===== config.mk =====
export PLATFORM = sky130hd
export DESIGN_NAME = fp32_to_int8_bf16_quantizer_top
export DESIGN_NICKNAME = d
export VERILOG_FILES = /design/src/rtl/fq8_pkg.sv /design/src/rtl/fq8_sub.sv /design/src/rtl/fq8_mul.sv /design/src/rtl/fp32_to_int8_bf16_quantizer_top.sv
export SDC_FILE = /design/constraint.sdc
export NUM_CORES = 2
export LEC_CHECK = 0
export ABC_CLOCK_PERIOD_IN_PS = 11300
export BUFFER_PORTS_ARGS = -buffer_cell sky130_fd_sc_hd__buf_4
export CORE_MARGIN = 10
export CORE_UTILIZATION = 40
export CTS_CLUSTER_DIAMETER = 120
export CTS_CLUSTER_SIZE = 30
export DETAILED_ROUTE_END_ITERATION = 16
export PLACE_DENSITY = 0.54
export SETUP_SLACK_MARGIN = 0.3
export SYNTH_ARGS = -nofsm -noshare
export SYNTH_HDL_FRONTEND = slang
export SYNTH_HIERARCHICAL = 1
export SYNTH_SLANG_ARGS = --single-unit

===== constraint.sdc =====
create_clock -name clock -period 11.3 [get_ports clock]
set_clock_uncertainty 0.2 [all_clocks]
set_input_delay 0 -clock clock [delete_from_list [all_inputs] [get_ports clock]]
set_output_delay 0 -clock clock [all_outputs]
set_load 0.02 [all_outputs]

===== src/rtl/fq8_pkg.sv =====
// fq8_pkg: shared types, codes and helper functions for the fp32 quantizer
// no dependencies; used by fq8_sub, fq8_mul and the top level
`timescale 1ns / 1ps

package fq8_pkg;

   // register indexes on the csr port
   localparam logic [1:0] RegMode     = 2'd0;
   localparam logic [1:0] RegRangeMin = 2'd1;
   localparam logic [1:0] RegScale    = 2'd2;

   // output format codes
   localparam logic [1:0] ModeU8   = 2'd0;
   localparam logic [1:0] ModeS8   = 2'd1;
   localparam logic [1:0] ModeBf16 = 2'd2;

   localparam logic [31:0] ScaleReset = 32'h3F80_0000;

   // clamp limits, as magnitudes
   localparam logic [8:0] U8MaxMag  = 9'd255;
   localparam logic [8:0] S8MaxMag  = 9'd127;
   localparam logic [8:0] S8MinMag  = 9'd128;
   localparam logic [8:0] SatMag    = 9'd256;

   // bf16 keeps the upper half of the sample
   localparam int Bf16Shift = 16;

   typedef struct packed {
      logic [31:0] sample;
      logic        last_in;
   } req_type;

   typedef struct packed {
      logic [15:0] code;
      logic        last_out;
   } rsp_type;

   // per-beat sideband that rides along the pipeline
   typedef struct packed {
      logic        last;
      logic [1:0]  mode;
      logic [15:0] bf16;
   } side_type;

   // unpacked float: value = man * 2^(exp - 150) when not nan/inf
   typedef struct packed {
      logic              nan;
      logic              inf;
      logic              sign;
      logic signed [9:0] exp;
      logic [23:0]       man;
   } fnum_type;

   // rounded product: value = man * 2^(texp - 23), man normalized
   typedef struct packed {
      logic               nan;
      logic               inf;
      logic               zero;
      logic               sign;
      logic signed [10:0] texp;
      logic [23:0]        man;
   } prod_type;

   // leading zero count, 27 bits
   function automatic logic [4:0] lzc27(input logic [26:0] v);
      logic [4:0] n;
      logic       found;
      n     = 5'd27;
      found = 1'b0;
      for (int i = 26; i >= 0; i--) begin
         if (!found && v[i]) begin
            n     = 5'(26 - i);
            found = 1'b1;
         end
      end
      return n;
   endfunction

   // leading zero count, 24 bits
   function automatic logic [4:0] lzc24(input logic [23:0] v);
      logic [4:0] n;
      logic       found;
      n     = 5'd24;
      found = 1'b0;
      for (int i = 23; i >= 0; i--) begin
         if (!found && v[i]) begin
            n     = 5'(23 - i);
            found = 1'b1;
         end
      end
      return n;
   endfunction

endpackage


===== src/rtl/fq8_sub.sv =====
// fq8_sub: three-stage fp32 subtract a - b, round to nearest even
// depends on fq8_pkg
`timescale 1ns / 1ps

module fq8_sub (
   input  logic              clock,
   input  logic              reset,
   input  logic              in_valid,
   input  fq8_pkg::side_type in_side,
   input  logic [31:0]       in_a,
   input  logic [31:0]       in_b,
   output logic              out_valid,
   output fq8_pkg::side_type out_side,
   output fq8_pkg::fnum_type out_res
);

   // stage a: unpack, order by magnitude, align smaller operand
   logic [31:0] b_neg, big, sml;
   logic        swap;
   logic [7:0]  big_e, sml_e, diff;
   logic [23:0] big_m, sml_m;
   logic [26:0] ext, mask, al_in;
   logic [4:0]  ash;
   logic        a_nan, a_inf, b_nan, b_inf, eff_sub_in, nan_in, inf_in;

   always_comb begin
      b_neg = {~in_b[31], in_b[30:0]};
      swap  = (b_neg[30:0] > in_a[30:0]);
      big   = swap ? b_neg : in_a;
      sml   = swap ? in_a : b_neg;
      big_e = (big[30:23] == 8'd0) ? 8'd1 : big[30:23];
      sml_e = (sml[30:23] == 8'd0) ? 8'd1 : sml[30:23];
      big_m = {big[30:23] != 8'd0, big[22:0]};
      sml_m = {sml[30:23] != 8'd0, sml[22:0]};
      diff  = big_e - sml_e;
      ext   = {sml_m, 3'b000};
      ash   = diff[4:0];
      mask  = (27'd1 << ash) - 27'd1;
      if (diff >= 8'd27) begin
         al_in = {26'd0, |sml_m};
      end else begin
         al_in = (ext >> ash) | {26'd0, |(ext & mask)};
      end
      a_nan      = (&in_a[30:23]) && (|in_a[22:0]);
      a_inf      = (&in_a[30:23]) && !(|in_a[22:0]);
      b_nan      = (&in_b[30:23]) && (|in_b[22:0]);
      b_inf      = (&in_b[30:23]) && !(|in_b[22:0]);
      eff_sub_in = big[31] ^ sml[31];
      nan_in     = a_nan | b_nan | (a_inf & b_inf & eff_sub_in);
      inf_in     = !nan_in & (a_inf | b_inf);
   end

   logic               a_valid_ff;
   fq8_pkg::side_type  a_side_ff;
   logic [23:0]        a_man_ff;
   logic [7:0]         a_exp_ff;
   logic               a_sign_ff, a_sub_ff, a_nan_ff, a_inf_ff;
   logic [26:0]        a_al_ff;

   always_ff @(posedge clock) begin
      if (reset) begin
         a_valid_ff <= 1'b0;
      end else begin
         a_valid_ff <= in_valid;
      end
   end

   always_ff @(posedge clock) begin
      a_side_ff <= in_side;
      a_man_ff  <= big_m;
      a_exp_ff  <= big_e;
      a_sign_ff <= big[31];
      a_sub_ff  <= eff_sub_in;
      a_nan_ff  <= nan_in;
      a_inf_ff  <= inf_in;
      a_al_ff   <= al_in;
   end

   // stage b: add or subtract mantissas, count leading zeros
   logic [27:0] sum_in;
   logic [4:0]  lz_in;

   always_comb begin
      if (a_sub_ff) begin
         sum_in = {1'b0, a_man_ff, 3'b000} - {1'b0, a_al_ff};
      end else begin
         sum_in = {1'b0, a_man_ff, 3'b000} + {1'b0, a_al_ff};
      end
      lz_in = fq8_pkg::lzc27(sum_in[26:0]);
   end

   logic              b_valid_ff;
   fq8_pkg::side_type b_side_ff;
   logic [27:0]       b_sum_ff;
   logic [4:0]        b_lz_ff;
   logic [7:0]        b_exp_ff;
   logic              b_sign_ff, b_nan_ff, b_inf_ff;

   always_ff @(posedge clock) begin
      if (reset) begin
         b_valid_ff <= 1'b0;
      end else begin
         b_valid_ff <= a_valid_ff;
      end
   end

   always_ff @(posedge clock) begin
      b_side_ff <= a_side_ff;
      b_sum_ff  <= sum_in;
      b_lz_ff   <= lz_in;
      b_exp_ff  <= a_exp_ff;
      b_sign_ff <= a_sign_ff;
      b_nan_ff  <= a_nan_ff;
      b_inf_ff  <= a_inf_ff;
   end

   // stage c: normalize (stopping at the subnormal floor) and round
   logic [7:0]        lim, nsh;
   logic [26:0]       norm;
   logic [8:0]        ne;
   logic [24:0]       mr;
   logic              rup;
   fq8_pkg::fnum_type res_in;

   always_comb begin
      lim = b_exp_ff - 8'd1;
      nsh = ({3'd0, b_lz_ff} > lim) ? lim : {3'd0, b_lz_ff};
      if (b_sum_ff[27]) begin
         norm = {b_sum_ff[27:2], b_sum_ff[1] | b_sum_ff[0]};
         ne   = {1'b0, b_exp_ff} + 9'd1;
      end else begin
         norm = b_sum_ff[26:0] << nsh[4:0];
         ne   = {1'b0, b_exp_ff} - {1'b0, nsh};
      end
      rup = norm[2] & (norm[1] | norm[0] | norm[3]);
      mr  = {1'b0, norm[26:3]} + {24'd0, rup};
      if (mr[24]) begin
         mr = {1'b0, mr[24:1]};
         ne = ne + 9'd1;
      end
      res_in.nan  = b_nan_ff;
      res_in.inf  = b_inf_ff | (!b_nan_ff && ne >= 9'd255);
      res_in.sign = b_sign_ff;
      res_in.exp  = $signed({1'b0, ne});
      res_in.man  = mr[23:0];
   end

   logic              c_valid_ff;
   fq8_pkg::side_type c_side_ff;
   fq8_pkg::fnum_type c_res_ff;

   always_ff @(posedge clock) begin
      if (reset) begin
         c_valid_ff <= 1'b0;
      end else begin
         c_valid_ff <= b_valid_ff;
      end
   end

   always_ff @(posedge clock) begin
      c_side_ff <= b_side_ff;
      c_res_ff  <= res_in;
   end

   assign out_valid = c_valid_ff;
   assign out_side  = c_side_ff;
   assign out_res   = c_res_ff;

endmodule


===== src/rtl/fq8_mul.sv =====
// fq8_mul: three-stage fp multiply of the difference by the scale, rounded to fp32
// depends on fq8_pkg
`timescale 1ns / 1ps

module fq8_mul (
   input  logic              clock,
   input  logic              reset,
   input  logic              in_valid,
   input  fq8_pkg::side_type in_side,
   input  fq8_pkg::fnum_type in_a,
   input  logic [31:0]       scale,
   output logic              out_valid,
   output fq8_pkg::side_type out_side,
   output fq8_pkg::prod_type out_prod
);

   // stage d: unpack scale, normalize both mantissas, resolve specials
   logic              s_nan, s_inf, s_zero, a_zero;
   logic [23:0]       s_man, an_in, sn_in;
   logic [4:0]        a_lz, s_lz;
   logic signed [9:0] s_exp, ae_in, se_in;
   logic              nan_in, inf_in, zero_in;

   always_comb begin
      s_nan  = (&scale[30:23]) && (|scale[22:0]);
      s_inf  = (&scale[30:23]) && !(|scale[22:0]);
      s_man  = {scale[30:23] != 8'd0, scale[22:0]};
      s_exp  = (scale[30:23] == 8'd0) ? 10'sd1 : $signed({2'b00, scale[30:23]});
      s_zero = !s_nan && !s_inf && (s_man == 24'd0);
      a_zero = !in_a.nan && !in_a.inf && (in_a.man == 24'd0);
      a_lz   = fq8_pkg::lzc24(in_a.man);
      s_lz   = fq8_pkg::lzc24(s_man);
      an_in  = in_a.man << a_lz;
      sn_in  = s_man << s_lz;
      ae_in  = in_a.exp - $signed({5'd0, a_lz});
      se_in  = s_exp - $signed({5'd0, s_lz});
      nan_in  = in_a.nan | s_nan | (in_a.inf & s_zero) | (s_inf & a_zero);
      inf_in  = !nan_in & (in_a.inf | s_inf);
      zero_in = !nan_in & !inf_in & (a_zero | s_zero);
   end

   logic              d_valid_ff;
   fq8_pkg::side_type d_side_ff;
   logic [23:0]       d_am_ff, d_sm_ff;
   logic signed [9:0] d_ae_ff, d_se_ff;
   logic              d_nan_ff, d_inf_ff, d_zero_ff, d_sign_ff;

   always_ff @(posedge clock) begin
      if (reset) begin
         d_valid_ff <= 1'b0;
      end else begin
         d_valid_ff <= in_valid;
      end
   end

   always_ff @(posedge clock) begin
      d_side_ff <= in_side;
      d_am_ff   <= an_in;
      d_sm_ff   <= sn_in;
      d_ae_ff   <= ae_in;
      d_se_ff   <= se_in;
      d_nan_ff  <= nan_in;
      d_inf_ff  <= inf_in;
      d_zero_ff <= zero_in;
      d_sign_ff <= in_a.sign ^ scale[31];
   end

   // stage e: mantissa product and exponent sum
   logic [47:0]        p_in;
   logic signed [10:0] esum_in;

   assign p_in    = {24'd0, d_am_ff} * {24'd0, d_sm_ff};
   assign esum_in = 11'(d_ae_ff) + 11'(d_se_ff);

   logic               e_valid_ff;
   fq8_pkg::side_type  e_side_ff;
   logic [47:0]        e_p_ff;
   logic signed [10:0] e_esum_ff;
   logic               e_nan_ff, e_inf_ff, e_zero_ff, e_sign_ff;

   always_ff @(posedge clock) begin
      if (reset) begin
         e_valid_ff <= 1'b0;
      end else begin
         e_valid_ff <= d_valid_ff;
      end
   end

   always_ff @(posedge clock) begin
      e_side_ff <= d_side_ff;
      e_p_ff    <= p_in;
      e_esum_ff <= esum_in;
      e_nan_ff  <= d_nan_ff;
      e_inf_ff  <= d_inf_ff;
      e_zero_ff <= d_zero_ff;
      e_sign_ff <= d_sign_ff;
   end

   // stage f: one-bit normalize and round the product to 24 bits
   logic [23:0]        pm;
   logic               pg, pst, pup;
   logic [24:0]        pr;
   logic signed [10:0] pt;
   fq8_pkg::prod_type  prod_in;

   always_comb begin
      if (e_p_ff[47]) begin
         pm  = e_p_ff[47:24];
         pg  = e_p_ff[23];
         pst = |e_p_ff[22:0];
         pt  = e_esum_ff - 11'sd253;
      end else begin
         pm  = e_p_ff[46:23];
         pg  = e_p_ff[22];
         pst = |e_p_ff[21:0];
         pt  = e_esum_ff - 11'sd254;
      end
      pup = pg & (pst | pm[0]);
      pr  = {1'b0, pm} + {24'd0, pup};
      if (pr[24]) begin
         pr = {1'b0, pr[24:1]};
         pt = pt + 11'sd1;
      end
      prod_in.nan  = e_nan_ff;
      prod_in.inf  = e_inf_ff;
      prod_in.zero = e_zero_ff;
      prod_in.sign = e_sign_ff;
      prod_in.texp = pt;
      prod_in.man  = pr[23:0];
   end

   logic              f_valid_ff;
   fq8_pkg::side_type f_side_ff;
   fq8_pkg::prod_type f_prod_ff;

   always_ff @(posedge clock) begin
      if (reset) begin
         f_valid_ff <= 1'b0;
      end else begin
         f_valid_ff <= e_valid_ff;
      end
   end

   always_ff @(posedge clock) begin
      f_side_ff <= e_side_ff;
      f_prod_ff <= prod_in;
   end

   assign out_valid = f_valid_ff;
   assign out_side  = f_side_ff;
   assign out_prod  = f_prod_ff;

endmodule


===== src/rtl/fp32_to_int8_bf16_quantizer_top.sv =====
// fp32_to_int8_bf16_quantizer_top: csr bank, sub/mul pipeline, integer round and clamp
// depends on fq8_pkg, fq8_sub, fq8_mul
`timescale 1ns / 1ps

// Quantizes one fp32 sample per beat into a u8, s8 or bf16 code.
// Input: a beat is taken at a rising edge with start high and busy low;
//   req_data carries the sample and its last flag. busy is low except in reset,
//   so a new sample may be offered on every cycle.
// Output: rsp_valid marks rsp_data for exactly one cycle; it cannot be held off.
// Pipeline: an accepted beat passes through registered stages on its way to
//   rsp_valid (subtract: 3 stages, multiply: 3 stages, round/clamp: 1).
// Throughput: one beat per cycle, set by the fully pipelined fp multiplier and
//   adder; beats leave in the order they entered.
// Csr: csr_we with csr_index 0 (mode), 1 (range_min), 2 (scale) writes csr_wdata
//   at the edge; other indexes are ignored. Change registers only while no beat
//   is in flight; mode is sampled as the beat enters.
// Reset: synchronous, clears the pipeline valid bits and loads mode 0,
//   range_min 0.0 and scale 1.0.

module fp32_to_int8_bf16_quantizer_top (
   input  logic             clock,
   input  logic             reset,
   input  logic             start,
   output logic             busy,
   input  fq8_pkg::req_type req_data,
   output logic             rsp_valid,
   output fq8_pkg::rsp_type rsp_data,
   input  logic             csr_we,
   input  logic [1:0]       csr_index,
   input  logic [31:0]      csr_wdata
);

   // configuration registers
   logic [1:0]  mode_ff;
   logic [31:0] range_min_ff, scale_ff;

   always_ff @(posedge clock) begin
      if (reset) begin
         mode_ff      <= fq8_pkg::ModeU8;
         range_min_ff <= 32'd0;
         scale_ff     <= fq8_pkg::ScaleReset;
      end else if (csr_we) begin
         unique case (csr_index)
            fq8_pkg::RegMode:     mode_ff      <= csr_wdata[1:0];
            fq8_pkg::RegRangeMin: range_min_ff <= csr_wdata;
            fq8_pkg::RegScale:    scale_ff     <= csr_wdata;
            default: ;
         endcase
      end
   end

   // beat entry; every mode but u8 (signed and bf16) subtracts zero
   logic              accept;
   fq8_pkg::side_type in_side;
   logic [31:0]       sub_b;

   assign busy    = reset;
   assign accept  = start && !busy;
   assign in_side = '{last: req_data.last_in, mode: mode_ff,
                      bf16: req_data.sample[31:fq8_pkg::Bf16Shift]};
   assign sub_b   = (mode_ff == fq8_pkg::ModeU8) ? range_min_ff : 32'd0;

   logic              c_valid;
   fq8_pkg::side_type c_side;
   fq8_pkg::fnum_type c_res;

   fq8_sub u_sub (
      .clock     (clock),
      .reset     (reset),
      .in_valid  (accept),
      .in_side   (in_side),
      .in_a      (req_data.sample),
      .in_b      (sub_b),
      .out_valid (c_valid),
      .out_side  (c_side),
      .out_res   (c_res)
   );

   logic              f_valid;
   fq8_pkg::side_type f_side;
   fq8_pkg::prod_type f_prod;

   fq8_mul u_mul (
      .clock     (clock),
      .reset     (reset),
      .in_valid  (c_valid),
      .in_side   (c_side),
      .in_a      (c_res),
      .scale     (scale_ff),
      .out_valid (f_valid),
      .out_side  (f_side),
      .out_prod  (f_prod)
   );

   // stage g: round to integer (ties to even), clamp, pick the format
   logic [4:0]       rsh, rsh_m1;
   logic [23:0]      ipart;
   logic             half, sticky;
   logic [8:0]       mag, lim;
   logic [7:0]       byte_val;
   fq8_pkg::rsp_type rsp_in;

   always_comb begin
      rsh    = 5'(11'sd23 - f_prod.texp);
      rsh_m1 = rsh - 5'd1;
      ipart  = f_prod.man >> rsh;
      half   = f_prod.man[rsh_m1];
      sticky = |(f_prod.man & ((24'd1 << rsh_m1) - 24'd1));
      if (f_prod.nan || f_prod.zero) begin
         mag = 9'd0;
      end else if (f_prod.inf || f_prod.texp >= 11'sd8) begin
         mag = fq8_pkg::SatMag;
      end else if (f_prod.texp <= -11'sd2) begin
         mag = 9'd0;
      end else begin
         mag = ipart[8:0] + {8'd0, half & (sticky | ipart[0])};
      end
      if (f_side.mode == fq8_pkg::ModeU8) begin
         lim = f_prod.sign ? 9'd0 : fq8_pkg::U8MaxMag;
      end else begin
         lim = f_prod.sign ? fq8_pkg::S8MinMag : fq8_pkg::S8MaxMag;
      end
      if (mag > lim) begin
         mag = lim;
      end
      byte_val = f_prod.sign ? 8'(9'd0 - mag) : mag[7:0];
      case (f_side.mode) inside
         fq8_pkg::ModeU8, fq8_pkg::ModeS8: rsp_in.code = {8'd0, byte_val};
         fq8_pkg::ModeBf16:                rsp_in.code = f_side.bf16;
         default:                          rsp_in.code = 16'd0;
      endcase
      rsp_in.last_out = f_side.last;
   end

   logic             rsp_valid_ff;
   fq8_pkg::rsp_type rsp_ff;

   always_ff @(posedge clock) begin
      if (reset) begin
         rsp_valid_ff <= 1'b0;
      end else begin
         rsp_valid_ff <= f_valid;
      end
   end

   always_ff @(posedge clock) begin
      rsp_ff <= rsp_in;
   end

   assign rsp_valid = rsp_valid_ff;
   assign rsp_data  = rsp_ff;

   // every result beat traces back to an accepted input beat
   assert property (@(posedge clock) disable iff (reset)
      rsp_valid_ff |-> $past(accept, 7))
      else $error("result beat without a matching input beat");

   // an upper code byte appears only in bf16 mode
   assert property (@(posedge clock) disable iff (reset)
      (rsp_valid_ff && rsp_ff.code[15:8] != 8'd0) |-> $past(f_side.mode) == fq8_pkg::ModeBf16)
      else $error("upper code byte set outside bf16 mode");

   // a nan product always yields code zero in the byte modes
   assert property (@(posedge clock) disable iff (reset)
      $past(f_valid && f_prod.nan && f_side.mode != fq8_pkg::ModeBf16)
      |-> rsp_ff.code == 16'd0)
      else $error("nan product gave a nonzero code");

endmodule

**Yosys cells after proc, flatten, opt, wreduce, memory -nomap -nowiden**

Index checks and enable logic that the tools add are counted.

- Register bits: 521
- Input bits: 71

- $add $sub $neg: 21
- Multipliers: 1
- $lt $le $gt $ge: 8
- Equal/unequal tests: 4
- Shift-type cells: 7
- Muxes and demuxes: 177
- Bitwise logic cells: 32
- Reductions and logical operators: 199

Operator list:

| operator | number |
|---|---|
| $mux W5 | 64 |
| $mux W32 | 3 |
| $reduce_or A23 Y1 | 4 |
| $mux W8 | 11 |
| $logic_and A1 B1 Y1 | 84 |
| $logic_not A1 Y1 | 84 |
| $mux W1 | 76 |
| $add A24 B1 Y25 | 2 |
| $logic_not A24 Y1 | 2 |
| $mul A24 B24 Y48 | 1 |
| $reduce_or A24 Y1 | 2 |
| $shl A24 B5 Y24 | 2 |
| $mux W23 | 2 |
| $mux W9 | 5 |
| $mux W4 | 8 |
| $gt A31 B31 Y1 | 1 |
| $add A27 B27 Y28 | 1 |
| $mux W28 | 1 |
| $sub A27 B27 Y28 | 1 |
| $and A27 B27 Y27 | 1 |
| $mux W27 | 1 |
| $or A27 B1 Y27 | 1 |
| $reduce_or A27 Y1 | 1 |
| $shl A1 B5 Y27 const A | 1 |
| 48 further kinds | 90 |

**Longest topological paths before layout**

- Depth after elaboration: 81
- Gate-level depth with buffers: 33
- Depth with buffers taken out: 31

**Hierarchy**

Netlist, hierarchy kept.

By module, submodules not included:

| module | instances | cells each | area each (um^2) |
|---|---|---|---|
| fq8_mul | 1 | 3209 | 29091.7 |
| fq8_sub | 1 | 1927 | 15655.0 |
| fp32_to_int8_bf16_quantizer_top | 1 | 833 | 6732.7 |

**Worst setup path before layout**

No wires, ideal clock.

- Path type: flip-flop to flip-flop
- Start point: reg u_mul.d_sm_ff[14]
- End point: reg u_mul.e_p_ff[47]
- Arrival time: 6.994 ns
- Path slack: 3.980 ns
- Cell stages (with the launch flop): 26
- Path buffers: 2
- Period minus slack after synthesis: 7.320 ns
- Path through: dfxtp_1 > clkbuf_1 > nand2_1 > fa_1 > inv_1 > fa_1 > inv_1 > fa_1 > fa_1 > inv_1 > fa_1 > fa_1 > inv_1 > fa_1 > inv_1 > ha_1 > clkbuf_1 > a21oi_1 > o21ai_0 > o31a_1 > or4_1 > a22o_1 > a311oi_2 > nor2_1 > a311oi_1 > xnor2_1

- Longest elaborated chain between the ends: 1

Ends and longest elaborated chain:

| item | RTL line | RTL |
|---|---|---|
| start: declaration | fq8_mul.sv:44 | `logic [23:0] d_am_ff, d_sm_ff;` |
| start signal: assignment | fq8_mul.sv:59 | `d_sm_ff <= sn_in;` |
| $mul A24 B24 Y48 | fq8_mul.sv:72 | `assign p_in = {24'd0, d_am_ff} * {24'd0, d_sm_ff};` |
| via u_mul.p_in[47] | fq8_mul.sv:69 | `logic [47:0] p_in;` |
| end signal: assignment | fq8_mul.sv:91 | `e_p_ff <= p_in;` |
| end: declaration | fq8_mul.sv:77 | `logic [47:0] e_p_ff;` |

The timed path passes the listed nets, and every way through them passes these cells.
A chain may end at the register's enable or synchronous reset.

==> impl_metrics.env <==
export IMPL_cts_tree="built"
export IMPL_yosysUniqueCellTypes=136
export IMPL_grt_antenna_before_repair=7
export IMPL_slowest_delay_ps=940
export IMPL_ys_ff_latch=520
export IMPL_crit_fanout=35
export IMPL_pre_cts_ws_ps=3160
export IMPL_syn_area_per_cell_sq_um=8.62
export IMPL_drt_total_wl_um=162000
export IMPL_synthCells=5969
export IMPL_io_pins=90
export IMPL_crit_family="buffers and inverters"
export IMPL_syn2layout_area_growth_pct=8.15
export IMPL_synth_warnings=6
export IMPL_drc=0
export IMPL_cts_num_sinks=520
export IMPL_whs_ps=29.3
export IMPL_worstPathRequired_ps=11660
export IMPL_first_global_vias=42800
export IMPL_multi_input_area_sq_um=36900
export IMPL_fp_dieH_um=379
export IMPL_drtAntennaViolNets=0
export IMPL_min_path_type="input port to register"
export IMPL_wl_per_cell_um=21.1
export IMPL_status="finished clean"
export IMPL_via_per_inst=5.58
export IMPL_grt_pass1_wl_um=252000
export IMPL_final_min_clock_period_ps=8200
export IMPL_synth_most_common_cell="nand2_1"
export IMPL_yosys_area_top_type_share=0.202
export IMPL_syn_nets=6850
export IMPL_r2r_start="u_sub/b_exp_ff[0]$_DFF_P_"
export IMPL_slew_viol_final=0
export IMPL_critPathSlowestCell="clkinv_1"
export IMPL_fmax_mhz=122
export IMPL_tightest_slew_ps=1210
export IMPL_grt_max_degree=76
export IMPL_hold_violations=0
export IMPL_postLayoutCoreUtil=0.436
export IMPL_regArea_sq_um=10400
export IMPL_synth_top_cell_by_area="dfxtp_1"
export IMPL_h_tree_depth=1
export IMPL_crit_arrival_ps=8560
export IMPL_worstSkewPairLatency_ps=660
export IMPL_power_leakage_nw=24.9
export IMPL_ys_flop_type="dfxtp_1"
export IMPL_crit_buf_inv=6
export IMPL_start_kind="register"
export IMPL_powerDensity_nw_per_um2=194
export IMPL_start_util=0.403
export IMPL_ys_top_cells_by_count="nand2_1 (748), inv_1 (742), dfxtp_1 (520), fa_1 (488), and2_1 (366)"
export IMPL_n_fill_cell=12700
export IMPL_path_class="register to register"
export IMPL_synth_area_top_cells="dfxtp_1 (20%), fa_1 (19%), ha_1 (7.8%), nand2_1 (5.5%), inv_1 (5.4%)"
export IMPL_io_buffer_count=89
export IMPL_cp_end_kind="register"
export IMPL_setup_tns_final_ps=0
export IMPL_maxCapViolations=0
export IMPL_dr_pass1_iters=6
export IMPL_rows=131
export IMPL_die_x_um=379
export IMPL_clk_path_buf_depth=3
export IMPL_synth_edf_count=0
export IMPL_period_share=0.726
export IMPL_place_gp_congestion=0.924
export IMPL_syn_area_sq_um=51500
export IMPL_fin_nets=6881
export IMPL_post_cts_setup_buffer_count=0
export IMPL_path_clk_slew_ps=110
export IMPL_setup_violations=0
export IMPL_drtIter0Drc=3627
export IMPL_track_usage=0.221
export IMPL_rsz0062_at_grt="false"
export IMPL_grt_ovfl_total=0
export IMPL_vias=42800
export IMPL_drive_gt1_frac=0.0771
export IMPL_cts_buffers=24
export IMPL_max_slew_margin_rel=0.193
export IMPL_crit_start="u_sub/b_exp_ff[0]$_DFF_P_"
export IMPL_dieArea_sq_um=143000
export IMPL_seq_area_frac_synth=0.202
export IMPL_dp_hpwl_um=121000
export IMPL_peakVddDrop_uv=135
export IMPL_cts_root_buf="clkbuf_16"
export IMPL_async_flop_share=0
export IMPL_worst_slack_ps=3100
export IMPL_placeableCoreArea_sq_um=128000
export IMPL_holdCritStartpoint="req_data[3]"
==> repair_timing <==
action / in CTS / in global routing
setup endpoints to repair: 0 / 0
hold buffers: 143 / 0
hold endpoints to repair: 139 / 0
resized for setup: 0 / 0
==> registers in the layout (all words and copies together), names as in the netlist, 9 cells and up <==
name and count:
u_mul/d_side_ff 19, rsp_data 17, u_sub/out_res 36, u_sub/out_side 19
u_mul/d_ae_ff 10, u_sub/a_side_ff 19, u_mul/e_p_ff 48, u_sub/b_sum_ff 28
u_mul/d_se_ff 9, scale_ff 32, u_mul/d_am_ff 24, u_mul/d_sm_ff 24
u_mul/out_side 19, u_mul/e_esum_ff 11, u_sub/b_side_ff 19, u_sub/a_al_ff 27
range_min_ff 32, u_mul/out_prod 39, u_sub/a_man_ff 24, u_mul/e_side_ff 19
==> cell families after synthesis <==
| kind of cell | after synthesis | share of synthesized area |
|---|---|---|
| AOI/OAI and AO/OA | 1083 | 0.144 |
| xor gates and xnor gates | 187 | 0.0325 |
| adders and majority gates | 812 | 0.268 |
| buffers and inverters | 1058 | 0.0823 |
| DFF | 520 | 0.202 |
| muxes | 322 | 0.0777 |
| other | 1 | 0.0000728 |
| and+or+nand+nor | 1986 | 0.193 |
==> layout by cell type, fill, tap and decap left out, types with 43 or more instances in the layout <==
master         synthesis  layout
a31oi_1               45      45
o211ai_1              53      53
dfxtp_1              520     516
xnor2_1              112     111
nand3_1               82      82
mux4_2                54      54
nor4_1                49      49
a21oi_1              289     289
mux2i_1              190     190
fa_1                 488     488
a211oi_1              57      57
and2_1               366     366
o21ai_0              183     183
ha_1                 322     322
mux2_2                75      75
nand4_1               46      46
dlygate4sd3_1          0     143
nand2b_1              43      43
inv_1                742     742
nor2_1               317     316
nor3_1                74      74
nor2b_1               64      64
a21o_1                67      67
buf_4                 11     166
nand2_1              748     748
xor2_1                72      72
==> worst register-to-register path: cells and delay by family (launching register included) <==
kind / cells / cell delay [ps]
AND/OR/NAND/NOR: 8 / 1190
AO/OA/AOI/OAI: 5 / 1490
flip-flops: 1 / 320
adder cells (fa/ha/maj): 3 / 1220
XOR/XNOR: 4 / 1560
buffers and inverters: 6 / 2120
==> power by group <==
group | switching, mW | leakage [nW] | internal, mW
registers | 0.545 | 4.33 | 2.23
logic | 4.20 | 20.2 | 2.72
clock network | 0.639 | 0.376 | 0.440
total | 5.39 | 24.9 | 5.40
==> layer usage <==
metal	global-route usage	wire [um]	part of all wire	vias to the layer above
li1	-	-	-	20000
met5	0	11	0.000068	-
met4	0.0714	5710	0.035	2
met2	0.368	75800	0.47	1403
met1	0.297	71000	0.44	21000
met3	0.0259	9190	0.057	312
==> per-stage QoR <==
step | std cells | cell area [sq um] | power (mW)
finish | 7675 | 55700 | 10.8
CTS | 7671 | 55700 | 10.8
detailed placement | 7493 | 53400 | 9.63
floorplan | 5969 | 51500 | 7.69
global route | 7674 | 55700 | 11.7
global placement | 7493 | 53400 | 9.63
==> worst paths after layout <==
check | end | slack (ps) | depth (start not counted)
hold reg to reg | u_sub/b_side_ff[10]$_DFF_P_ | 120 | 0
setup reg to reg | u_sub/out_res[35]$_DFF_P_ | 3100 | 26
hold / removal | u_sub/a_man_ff[2]$_DFF_P_ | 30 | 3
setup / recovery | u_sub/out_res[35]$_DFF_P_ | 3100 | 26
==> final cells by class <==
| type | instances | area share |
|---|---|---|
| Tap cell | 1662 | 0.0373 |
| Antenna cell | 4 | 0.000180 |
| Timing Repair Buffer | 309 | 0.0481 |
| Clock buffer | 25 | 0.0110 |
| Sequential cell | 520 | 0.187 |
| Clock inverter | 10 | 0.00337 |
| Multi-Input combinational cell | 4391 | 0.662 |
| Inverter | 754 | 0.0508 |
(Power assumes the default switching activity.)
